### src/sv/ptbl_pkg.sv
// ---------------------------------------------------------------------------
// ptbl_pkg
// Shared types and constants for the per-client token bucket limiter.
// ---------------------------------------------------------------------------
package ptbl_pkg;

   // Field widths.
   localparam int unsigned CLIENT_W    = 4;
   localparam int unsigned TIME_W      = 32;
   localparam int unsigned TOKEN_W     = 16;
   localparam int unsigned RATE_W      = 16;
   localparam int unsigned PRODUCT_W   = TIME_W + RATE_W;
   localparam int unsigned CSR_INDEX_W = 4;
   localparam int unsigned CSR_DATA_W  = 16;

   // Defaults.
   localparam int unsigned NUM_CLIENTS_DEFAULT = 16;
   localparam logic [TOKEN_W-1:0] MAX_TOKENS_RESET  = 16'd5;
   localparam logic [RATE_W-1:0]  REFILL_RATE_RESET = 16'd2;

   // Configuration register indexes.
   localparam logic [CSR_INDEX_W-1:0] REG_MAX_TOKENS  = 4'd0;
   localparam logic [CSR_INDEX_W-1:0] REG_REFILL_RATE = 4'd1;

   // One bucket entry as held in the state memory.
   typedef struct packed {
      logic               seen;
      logic [TOKEN_W-1:0] tokens;
      logic [TIME_W-1:0]  last_time;
   } bucket_entry_type;

   // Outcome of one refill and take step.
   typedef struct packed {
      logic               allowed;
      logic [TOKEN_W-1:0] tokens;
      logic [TIME_W-1:0]  last_time;
   } update_result_type;

endpackage

### src/sv/ptbl_refill.sv
// ---------------------------------------------------------------------------
// ptbl_refill
// Refills a bucket by a precomputed token product, clipping a refill at capacity,
// and takes one token if any is present.
// ---------------------------------------------------------------------------
module ptbl_refill (
   input  logic [ptbl_pkg::TOKEN_W-1:0]   tokens,
   input  logic [ptbl_pkg::TIME_W-1:0]    last_time,
   input  logic [ptbl_pkg::TIME_W-1:0]    now_seconds,
   input  logic [ptbl_pkg::PRODUCT_W-1:0] product,
   input  logic [ptbl_pkg::TOKEN_W-1:0]   max_tokens,
   output ptbl_pkg::update_result_type    result
);

   logic [ptbl_pkg::PRODUCT_W:0]   sum;
   logic [ptbl_pkg::TOKEN_W-1:0]   level;
   logic [ptbl_pkg::TIME_W-1:0]    new_time;

   // Refill only when tokens are actually added; a refill clips to capacity.
   always_comb begin
      sum = (ptbl_pkg::PRODUCT_W+1)'(tokens) + (ptbl_pkg::PRODUCT_W+1)'(product);
      if (product != '0) begin
         if (sum > (ptbl_pkg::PRODUCT_W+1)'(max_tokens)) begin
            level = max_tokens;
         end else begin
            level = sum[ptbl_pkg::TOKEN_W-1:0];
         end
         new_time = now_seconds;
      end else begin
         level    = tokens;
         new_time = last_time;
      end
   end

   // Take one token when the bucket is not empty.
   always_comb begin
      result.last_time = new_time;
      if (level != '0) begin
         result.allowed = 1'b1;
         result.tokens  = level - ptbl_pkg::TOKEN_W'(1);
      end else begin
         result.allowed = 1'b0;
         result.tokens  = level;
      end
   end

endmodule

### src/sv/per_client_token_bucket_limiter.sv
// A result is registered after the memory read, the multiply and the write-back
// steps after acceptance, and is shown for one cycle. No new item is taken
// until the last one is through these steps; busy stays high meanwhile.
// Reset: synchronous; afterwards a clearing pass over all NUM_CLIENTS entries
// marks every bucket unseen, with busy high. Configuration writes are taken at
// any time. The receiver cannot stall results.
// ---------------------------------------------------------------------------
// per_client_token_bucket_limiter
// Keeps one token bucket per client in a synchronous memory and answers each
// request with an admit verdict and the tokens left.
// ---------------------------------------------------------------------------
module per_client_token_bucket_limiter #(
   parameter int unsigned NUM_CLIENTS = ptbl_pkg::NUM_CLIENTS_DEFAULT
) (
   input  logic                                clock,
   input  logic                                reset,
   input  logic                                start,
   output logic                                busy,
   input  logic [ptbl_pkg::CLIENT_W-1:0]       req_client_id,
   input  logic [ptbl_pkg::TIME_W-1:0]         req_now_seconds,
   output logic                                rsp_valid,
   output logic                                rsp_allowed,
   output logic [ptbl_pkg::TOKEN_W-1:0]        rsp_tokens_left,
   input  logic                                csr_valid,
   output logic                                csr_ready,
   input  logic [ptbl_pkg::CSR_INDEX_W-1:0]    csr_index,
   input  logic [ptbl_pkg::CSR_DATA_W-1:0]     csr_wdata
);

   localparam int unsigned IDX_W = (NUM_CLIENTS > 1) ? $clog2(NUM_CLIENTS) : 1;
   localparam logic [IDX_W-1:0] LAST_IDX = IDX_W'(NUM_CLIENTS - 1);

   typedef enum logic [3:0] {
      S_CLEAR = 4'b0001,
      S_IDLE  = 4'b0010,
      S_CALC  = 4'b0100,
      S_UPD   = 4'b1000
   } state_type;

   state_type state_ff, state_in;

   // Configuration registers.
   logic [ptbl_pkg::TOKEN_W-1:0] max_tokens_ff;
   logic [ptbl_pkg::RATE_W-1:0]  refill_rate_ff;

   // Bucket memory and its registered read port.
   ptbl_pkg::bucket_entry_type mem [NUM_CLIENTS];
   ptbl_pkg::bucket_entry_type rd_ff;

   // Item context.
   logic [IDX_W-1:0]               addr_ff;
   logic                           in_range_ff;
   logic [ptbl_pkg::TIME_W-1:0]    now_ff;
   logic [ptbl_pkg::TOKEN_W-1:0]   tok0_ff;
   logic [ptbl_pkg::TIME_W-1:0]    time0_ff;
   logic [ptbl_pkg::PRODUCT_W-1:0] product_ff;
   logic [IDX_W-1:0]               clr_ff;

   // Response registers.
   logic                         rsp_valid_ff;
   logic                         rsp_allowed_ff;
   logic [ptbl_pkg::TOKEN_W-1:0] rsp_tokens_ff;

   logic                                  accept;
   logic [ptbl_pkg::CLIENT_W+IDX_W-1:0]   id_wide;
   logic [IDX_W-1:0]                      req_addr;
   logic                                  req_in_range;
   logic [ptbl_pkg::TOKEN_W-1:0]          tok0_in;
   logic [ptbl_pkg::TIME_W-1:0]           time0_in;
   logic [ptbl_pkg::TIME_W-1:0]           elapsed;
   ptbl_pkg::update_result_type           upd;
   logic                                  mem_we;
   logic [IDX_W-1:0]                      mem_waddr;
   ptbl_pkg::bucket_entry_type            mem_wdata;

   assign busy      = (state_ff != S_IDLE);
   assign accept    = start && !busy;
   assign csr_ready = 1'b1;

   // Request address, sized to the memory depth.
   assign id_wide      = (ptbl_pkg::CLIENT_W+IDX_W)'(req_client_id);
   assign req_addr     = id_wide[IDX_W-1:0];
   assign req_in_range = (32'(req_client_id) < 32'(NUM_CLIENTS));

   // Sequencer.
   always_comb begin
      state_in = state_ff;
      case (state_ff)
         S_CLEAR: if (clr_ff == LAST_IDX) state_in = S_IDLE;
         S_IDLE:  if (start) state_in = S_CALC;
         S_CALC:  state_in = S_UPD;
         S_UPD:   state_in = S_IDLE;
         default: state_in = S_CLEAR;
      endcase
   end

   always_ff @(posedge clock) begin
      if (reset) begin
         state_ff <= S_CLEAR;
         clr_ff   <= '0;
      end else begin
         state_ff <= state_in;
         if (state_ff == S_CLEAR) begin
            clr_ff <= clr_ff + IDX_W'(1);
         end
      end
   end

   // Configuration writes; unknown indexes are ignored.
   always_ff @(posedge clock) begin
      if (reset) begin
         max_tokens_ff  <= ptbl_pkg::MAX_TOKENS_RESET;
         refill_rate_ff <= ptbl_pkg::REFILL_RATE_RESET;
      end else if (csr_valid && csr_ready) begin
         case (csr_index)
            ptbl_pkg::REG_MAX_TOKENS:  max_tokens_ff  <= csr_wdata;
            ptbl_pkg::REG_REFILL_RATE: refill_rate_ff <= csr_wdata;
            default: ;
         endcase
      end
   end

   // A client seen for the first time starts full with its time set to now.
   always_comb begin
      if (rd_ff.seen) begin
         tok0_in  = rd_ff.tokens;
         time0_in = rd_ff.last_time;
      end else begin
         tok0_in  = max_tokens_ff;
         time0_in = now_ff;
      end
      elapsed = now_ff - time0_in;
   end

   // Item context capture and the elapsed-time product.
   always_ff @(posedge clock) begin
      if (accept) begin
         addr_ff     <= req_addr;
         in_range_ff <= req_in_range;
         now_ff      <= req_now_seconds;
      end
      if (state_ff == S_CALC) begin
         tok0_ff    <= tok0_in;
         time0_ff   <= time0_in;
         product_ff <= ptbl_pkg::PRODUCT_W'(elapsed)
                       * ptbl_pkg::PRODUCT_W'(refill_rate_ff);
      end
   end

   ptbl_refill u_refill (
      .tokens      (tok0_ff),
      .last_time   (time0_ff),
      .now_seconds (now_ff),
      .product     (product_ff),
      .max_tokens  (max_tokens_ff),
      .result      (upd)
   );

   // Memory write port: the clearing pass or the bucket write-back.
   always_comb begin
      if (state_ff == S_CLEAR) begin
         mem_we    = 1'b1;
         mem_waddr = clr_ff;
         mem_wdata = '0;
      end else begin
         mem_we              = (state_ff == S_UPD) && in_range_ff;
         mem_waddr           = addr_ff;
         mem_wdata.seen      = 1'b1;
         mem_wdata.tokens    = upd.tokens;
         mem_wdata.last_time = upd.last_time;
      end
   end

   always_ff @(posedge clock) begin
      if (mem_we) begin
         mem[mem_waddr] <= mem_wdata;
      end
      if (accept) begin
         rd_ff <= mem[req_addr];
      end
   end

   // Result registers; an out-of-range client is refused with zero tokens.
   always_ff @(posedge clock) begin
      if (reset) begin
         rsp_valid_ff <= 1'b0;
      end else begin
         rsp_valid_ff <= (state_ff == S_UPD);
      end
      if (state_ff == S_UPD) begin
         rsp_allowed_ff <= in_range_ff && upd.allowed;
         rsp_tokens_ff  <= in_range_ff ? upd.tokens : '0;
      end
   end

   assign rsp_valid       = rsp_valid_ff;
   assign rsp_allowed     = rsp_allowed_ff;
   assign rsp_tokens_left = rsp_tokens_ff;

endmodule

### config.mk
export PLATFORM = sky130hd
export DESIGN_NAME = per_client_token_bucket_limiter
export DESIGN_NICKNAME = d
export VERILOG_FILES = /design/src/sv/ptbl_pkg.sv /design/src/sv/ptbl_refill.sv /design/src/sv/per_client_token_bucket_limiter.sv
export SDC_FILE = /design/constraint.sdc
export NUM_CORES = 2
export LEC_CHECK = 0
export BUFFER_PORTS_ARGS = -buffer_cell sky130_fd_sc_hd__buf_2
export CAP_MARGIN = 20
export CORE_MARGIN = 2
export CORE_UTILIZATION = 45
export CTS_CLUSTER_SIZE = 12
export DETAILED_ROUTE_END_ITERATION = 10
export GPL_ROUTABILITY_DRIVEN = 0
export PLACE_DENSITY = 0.57
export SYNTH_ARGS = -nofsm -noshare
export SYNTH_HDL_FRONTEND = slang
export SYNTH_SLANG_ARGS = --single-unit
### constraint.sdc
create_clock -name clock -period 12.7 [get_ports clock]
set_input_delay 0.635 -clock clock [delete_from_list [all_inputs] [get_ports clock]]
set_output_delay 0.635 -clock clock [all_outputs]
set_load 0.05 [all_outputs]
# Word level (Yosys, flattened, before mapping)
# Memory sizes are Yosys's and may differ from the RTL's. A register that Yosys moved wholly into a read port is not among the register bits.
# Index checks and enable logic that the tools add are counted.
[classes]
n_mux = 14
n_eq_ne = 9
n_mul = 1
reduce_logical = 8
n_addsub = 4
n_lt_le_gt_ge = 1
[op_table]
columns = ["operator", "count"]
rows = [
  ["32-bit 2-to-1 mux", 2],
  ["16-bit by 48-bit adder with 49-bit output", 1],
  ["49-bit by 16-bit > comparator with 1-bit output", 1],
  ["49-bit 2-to-1 mux", 1],
  ["32-bit by 16-bit multiplier with 48-bit output", 1],
  ["16-bit 2-to-1 mux", 3],
  ["48-bit nonzero test", 1],
  ["32-bit subtractor", 1],
  ["17-bit 2-to-1 mux", 1],
  ["4-bit case mux with 4 select lines", 1],
  ["16-bit nonzero test", 1],
  ["16-bit by 1-bit subtractor with 16-bit output (second input constant)", 1],
  ["4-bit 2-to-1 mux", 3],
  ["4-bit by 1-bit == test with 1-bit output (second input constant)", 2],
  ["4-bit == test (second input constant)", 2],
  ["2-bit AND reduction", 3],
  ["4-bit by 1-bit adder with 4-bit output (second input constant)", 1],
  ["4-bit by 2-bit == test with 1-bit output (second input constant)", 1],
  ["4-bit by 3-bit == test with 1-bit output (second input constant)", 1],
  ["4-bit logical NOT", 1],
  ["2-bit != test (second input constant)", 2],
  ["4-bit by 2-bit != test with 1-bit output (second input constant)", 1],
  ["1-bit 2-to-1 mux", 3],
  ["1-bit logical AND", 1],
  ["1-bit logical NOT", 1],
]
[word_totals]
input_bits = 60
ram_bits = 784
output_inout_bits = 20
wordCells = 50
ff_bits = 190
n_memories = 1
[memory_table]
columns = ["name", "words", "width", "read_ports", "rd_clocked_by_memory_dff", "write_ports", "line_no", "text"]
rows = [
  ["mem", 16, 49, 1, 1, 1, "per_client_token_bucket_limiter.sv:47", "ptbl_pkg::bucket_entry_type mem [NUM_CLIENTS];"],
]

# Logic depth before layout (Yosys ltp)
[logic_depth]
word_depth = 7
mapped_depth = 46
depth_no_buf = 43

# By module
# From an unflattened synthesis, not the netlist that was laid out.
[unflattened]
cells_unflattened = 4824
hier_area_um2 = 62566.3
[modules_own_cells]
columns = ["mod", "cells_per_inst", "seq_area_each_um2", "instances", "area_per_inst_um2"]
rows = [
  ["per_client_token_bucket_limiter", 4159, 30309.1, 1, 58467.3],
  ["ptbl_refill", 665, 0.0, 1, 4098.9],
]

# Worst setup path before layout
# No wires, ideal clock.
[synth_path]
path_type = "reg-to-reg"
start = "reg state_ff[3]"
end = "reg product_ff[0] (netlist bit) (enable)"
setup_time_ns = 0.827
path_stages_with_launch = 2
required_ns = 11.873
synth_period_minus_slack_ns = 11.159
path_buffers = 0
arrival_time_ns = 10.332
path_slack_ns = 1.541
cell_sequence = "dfxtp_1 -> nor4b_1"
[synth_via]
elab_chain_len = 1
[synth_lines]
columns = ["item", "line_no", "text"]
rows = [
  ["from (decl)", "per_client_token_bucket_limiter.sv:40", "state_type state_ff, state_in;"],
  ["from (signal assigned)", "per_client_token_bucket_limiter.sv:102", "state_ff <= state_in;"],
  ["4-bit by 3-bit == test with 1-bit output", "per_client_token_bucket_limiter.sv:142", "if (state_ff == S_CALC) begin"],
  ["to (signal assigned)", "per_client_token_bucket_limiter.sv:145", "product_ff <= ptbl_pkg::PRODUCT_W'(elapsed)"],
  ["to (decl)", "per_client_token_bucket_limiter.sv:56", "logic [ptbl_pkg::PRODUCT_W-1:0] product_ff;"],
]
# No other way between the ends.
# A chain may end at the register's enable or synchronous reset.

# Final worst setup path
[layout_path]
start = "reg, netlist name rd_ff[48]"
end = "reg product_ff[47] (netlist bit), data pin"
[layout_via]
elab_chain_len = 3
[layout_lines]
columns = ["item", "line_no", "text"]
rows = [
  ["32-bit 2-to-1 mux", "per_client_token_bucket_limiter.sv:125", "if (rd_ff.seen) begin"],
  ["32-bit subtractor", "per_client_token_bucket_limiter.sv:132", "elapsed = now_ff - time0_in;"],
  ["32-bit by 16-bit multiplier with 48-bit output", "per_client_token_bucket_limiter.sv:146", "* ptbl_pkg::PRODUCT_W'(refill_rate_ff);"],
]
# No other way between the ends.

==> metrics.md <==
| Metric | Value |
|---|---|
| Worst-path clk slew | 60 ps |
| Mean Syn Cell Area | 13.5 µm² |
| CP peak stage delay | 930 ps |
| Synth Cell Area | 59,600 µm² |
| Setup Fix Bufs, Post-CTS | 0 |
| Largest area contributor in the netlist | edfxtp_1 |
| CP max FO | 33 |
| Worst Hold Class | primary input to flop |
| Max-slew violation count | 0 |
| Vias in the first global route | 36,580 |
| XOR/XNOR Fraction of Synth Area | 0.0143 |
| Final ANT Viol Nets | 0 |
| Fraction of the mapped netlist area in simple logic gates | 0.0949 |
| Post-synth top area share | 0.495 |
| Post-CTS Hold Fix Bufs | 0 |
| Setup TNS | 0 ps |
| Adder-Cell Fraction of Synth Area | 0.180 |
| Chip height | 368 µm |
| Max cap viols | 0 |
| Top FF cell, synth | edfxtp_1 |
| Clk sinks | 1,023 |
| Clock Skew | 50.2 ps |
| Crit path top cell by count | fa_1 |
| TritonCTS clock tree | done |
| DRC Markers | 0 |
| Post-synthesis cell count | 4,410 |
| CTS HTree Levels | 3 |
| Initial antenna violation count | 9 |
| Maximum VDD drop | 110 µV |
| Startpoint types | flop |
| Congestion Overflow GR | 0 |
| Highest Clock Rate | 89.6 MHz |
| Fin area | 65,600 µm² |
| Placed Area | 62,200 µm² |
| First-pass GRT wire length | 231 mm |
| Via/cell ratio | 5.71 |
| FF+latch count, synth | 1,023 |
| Sequential area share after synthesis | 0.509 |
| Synthesis Warnings | 0 |
| Initial DRC count | 3,146 |
| Min Tclk post-route | 11,160 ps |
| Leakage Power | 25.0 nW |
| R2r startpoint | rd_ff[48] |
| RSZ-0062 raised after global routing | no |
| I/O pin cnt | 80 |
| FF-to-FF path depth | 38 |
| Initial Util | 0.453 |
| Gr usage total | 0.228 |
| Routed length per instance | 24.2 µm |
| Final Non-Filler Cells | 6,314 |
| Area Growth Syn to Fin | 10.1% |
| Slowest CP cell | edfxtp_1 |
| Synthesized net count | 5,077 |
| Clk root buf | clkbuf_16 |
| Rows | 133 |
| Pwr Total | 7.57 mW |
| Worst-margin pin slew | 1130 ps |
| Final period utilization | 0.878 |
| Rel. slew slack | 0.228 |
| Synth unique cells | 79 |
| Largest family of logic cells by synthesized area | adder cells |
| Die W | 368 µm |
| Placed cell count | 6,114 |
| Leading post-synthesis cells by cell area | edfxtp_1 (50%), fa_1 (14%), mux4_2 (9.3%) |
| Worst-Skew Late Latency | 750 ps |
| Async SR Flop Fraction | 0 |
| Final wirelength | 153 mm |
| Largest net degree at the start of global routing | 80 |
| PortBufs | 78 |
| HPWL Detailed | 101 mm |
| Critical Path RT | 13,170 ps |
| Endpoints failing hold | 0 |
| Via count | 36,062 |
| Crit path launch | rd_ff[48] |
| Worst reg2reg path endpoint | product_ff[47] |
| EDFF count, synth | 982 |
| Cell Pwr Density | 116 nW/µm² |
| Core footprint | 131,000 µm² |
| Final net count | 5,156 |
| Router iterations before antenna repair | 6 |
| Layout cells sized above 1 | 0.137 |
| Critical Path End | product_ff[47] |
| Post-synthesis mux area share | 0.103 |
| Hold Slack | 81.8 ps |
| Compound-Gate Fraction of Synth Area | 0.0497 |
| Post-cts sizing count | 0 |
| Setup violators final | 0 |
| CP Class | flop to flop |
| Clock buffer depth | 3 |
| R2R setup slack | 1540 ps |
| Critical path arrival | 11,630 ps |
| Worst setup EP type | flop |
| CTS buffer count | 107 |
| Status | finished, final reports clean |
| Die area | 135,000 µm² |
## where the power goes
part,switching [mW],internal [mW]
combinational,0.456,0.268
sequential,0.0386,3.92
clock,1.31,1.59
total,1.80,5.77
## per-stage QoR
stage	util	setup WS [ps]
after floorplan	-	1540
after global placement	0.473	1790
after detailed placement	0.473	1610
after CTS	0.497	1580
after global routing	0.499	783
final	0.499	1540
## cell families (layout without fill, tap and decap cells)
| logic type | count (synthesis) | in the layout |
|---|---|---|
| muxes | 308 | 308 |
| adders and majority gates | 607 | 607 |
| other | 1 | 2 |
| and+or+nand+nor | 1155 | 1155 |
| DFF | 1023 | 1023 |
| AOI/OAI and AO/OA | 458 | 458 |
| buffers and inverters | 761 | 909 |
| xor gates and xnor gates | 97 | 97 |
## cell type report
cell class	instances	area, µm²
Fill cell	11364	65900
Inverter	530	1990
Antenna cell	1	2.50
Clock inverter	46	415
Clock buffer	132	2770
Tap cell	1755	2200
Timing Repair Buffer	201	1360
Sequential cell	1023	30300
Multi-Input combinational cell	2626	26500
## flip-flops by register name, indices dropped and copies added (netlist names)
name	flops
now_ff	32
rd_ff	49
addr_ff	4
product_ff	48
clr_ff	4
max_tokens_ff	16
refill_rate_ff	16
tok0_ff	16
rsp_tokens_left	16
time0_ff	32
rsp_allowed	1
rsp_valid	1
state_ff	4
mem	784
## synthesized netlist by cell type, drive strengths merged (12+ instances only)
library cell,instances
a21o,21
a21oi,144
a31oi,32
and2,193
and3,23
buf,38
clkbuf,193
dfxtp,41
edfxtp,982
fa,420
ha,187
inv,528
mux2i,60
mux4,245
nand2,532
nand2b,29
nand3,34
nand4,39
nand4b,18
nor2,126
nor2b,46
nor3,38
nor4,23
o21a,22
o21ai,83
o21bai,13
o22ai,18
o311a,15
o311ai,12
o31ai,12
or4,13
xnor2,69
xor2,28
## cell usage in the layout, fill, tap and decap left out, drive strengths merged, types with 9 or more instances in the layout
cell type  count
nand3         34
o21bai        13
mux4         245
or2           11
o311ai        12
nand4b        18
edfxtp       982
a31oi         32
and4           9
ha           187
nand4         39
nor4          23
clkbuf       133
buf          200
mux2i         60
dfxtp         41
nand2b        29
a211oi        11
and3          23
inv          529
o311a         15
a21o          21
nor3          38
and2         193
xor2          28
o22ai         18
or4           13
nor2b         46
xnor2         69
o31ai         12
a21oi        144
nand2        532
o21a          22
clkinv        41
o21ai         83
nor2         126
fa           420
## metal layers
metal  share of wire  up-vias  GRT usage
met2            0.48     1119      0.375
li1                -    15782          -
met1            0.44    18970      0.326
met4           0.018        0     0.0500
met5               0        -          0
met3           0.059      191     0.0296
## how the worst min path moves through the flow
stage | endpoint | slack [ps] | start | cells after the start
after floorplan | max_tokens_ff[10] | 440 | max_tokens_ff[10] | 2
after global placement | max_tokens_ff[12] | 440 | max_tokens_ff[12] | 2
after detailed placement | max_tokens_ff[12] | 450 | max_tokens_ff[12] | 2
after CTS | now_ff[29] | 20 | req_now_seconds[29] | 1
after global routing | now_ff[29] | 40 | req_now_seconds[29] | 1
final | now_ff[29] | 80 | req_now_seconds[29] | 1
## critical path, delay by kind of cell, from the launching register on
family,cells,cell delay [ps]
muxes,1,280
adders and majority gates,8,3610
buffers and inverters,6,1180
and+or+nand+nor,4,450
AOI/OAI and AO/OA,18,4320
xor gates and xnor gates,1,80
DFF,1,930
No activity file was read; power rests on OpenSTA's default activity.
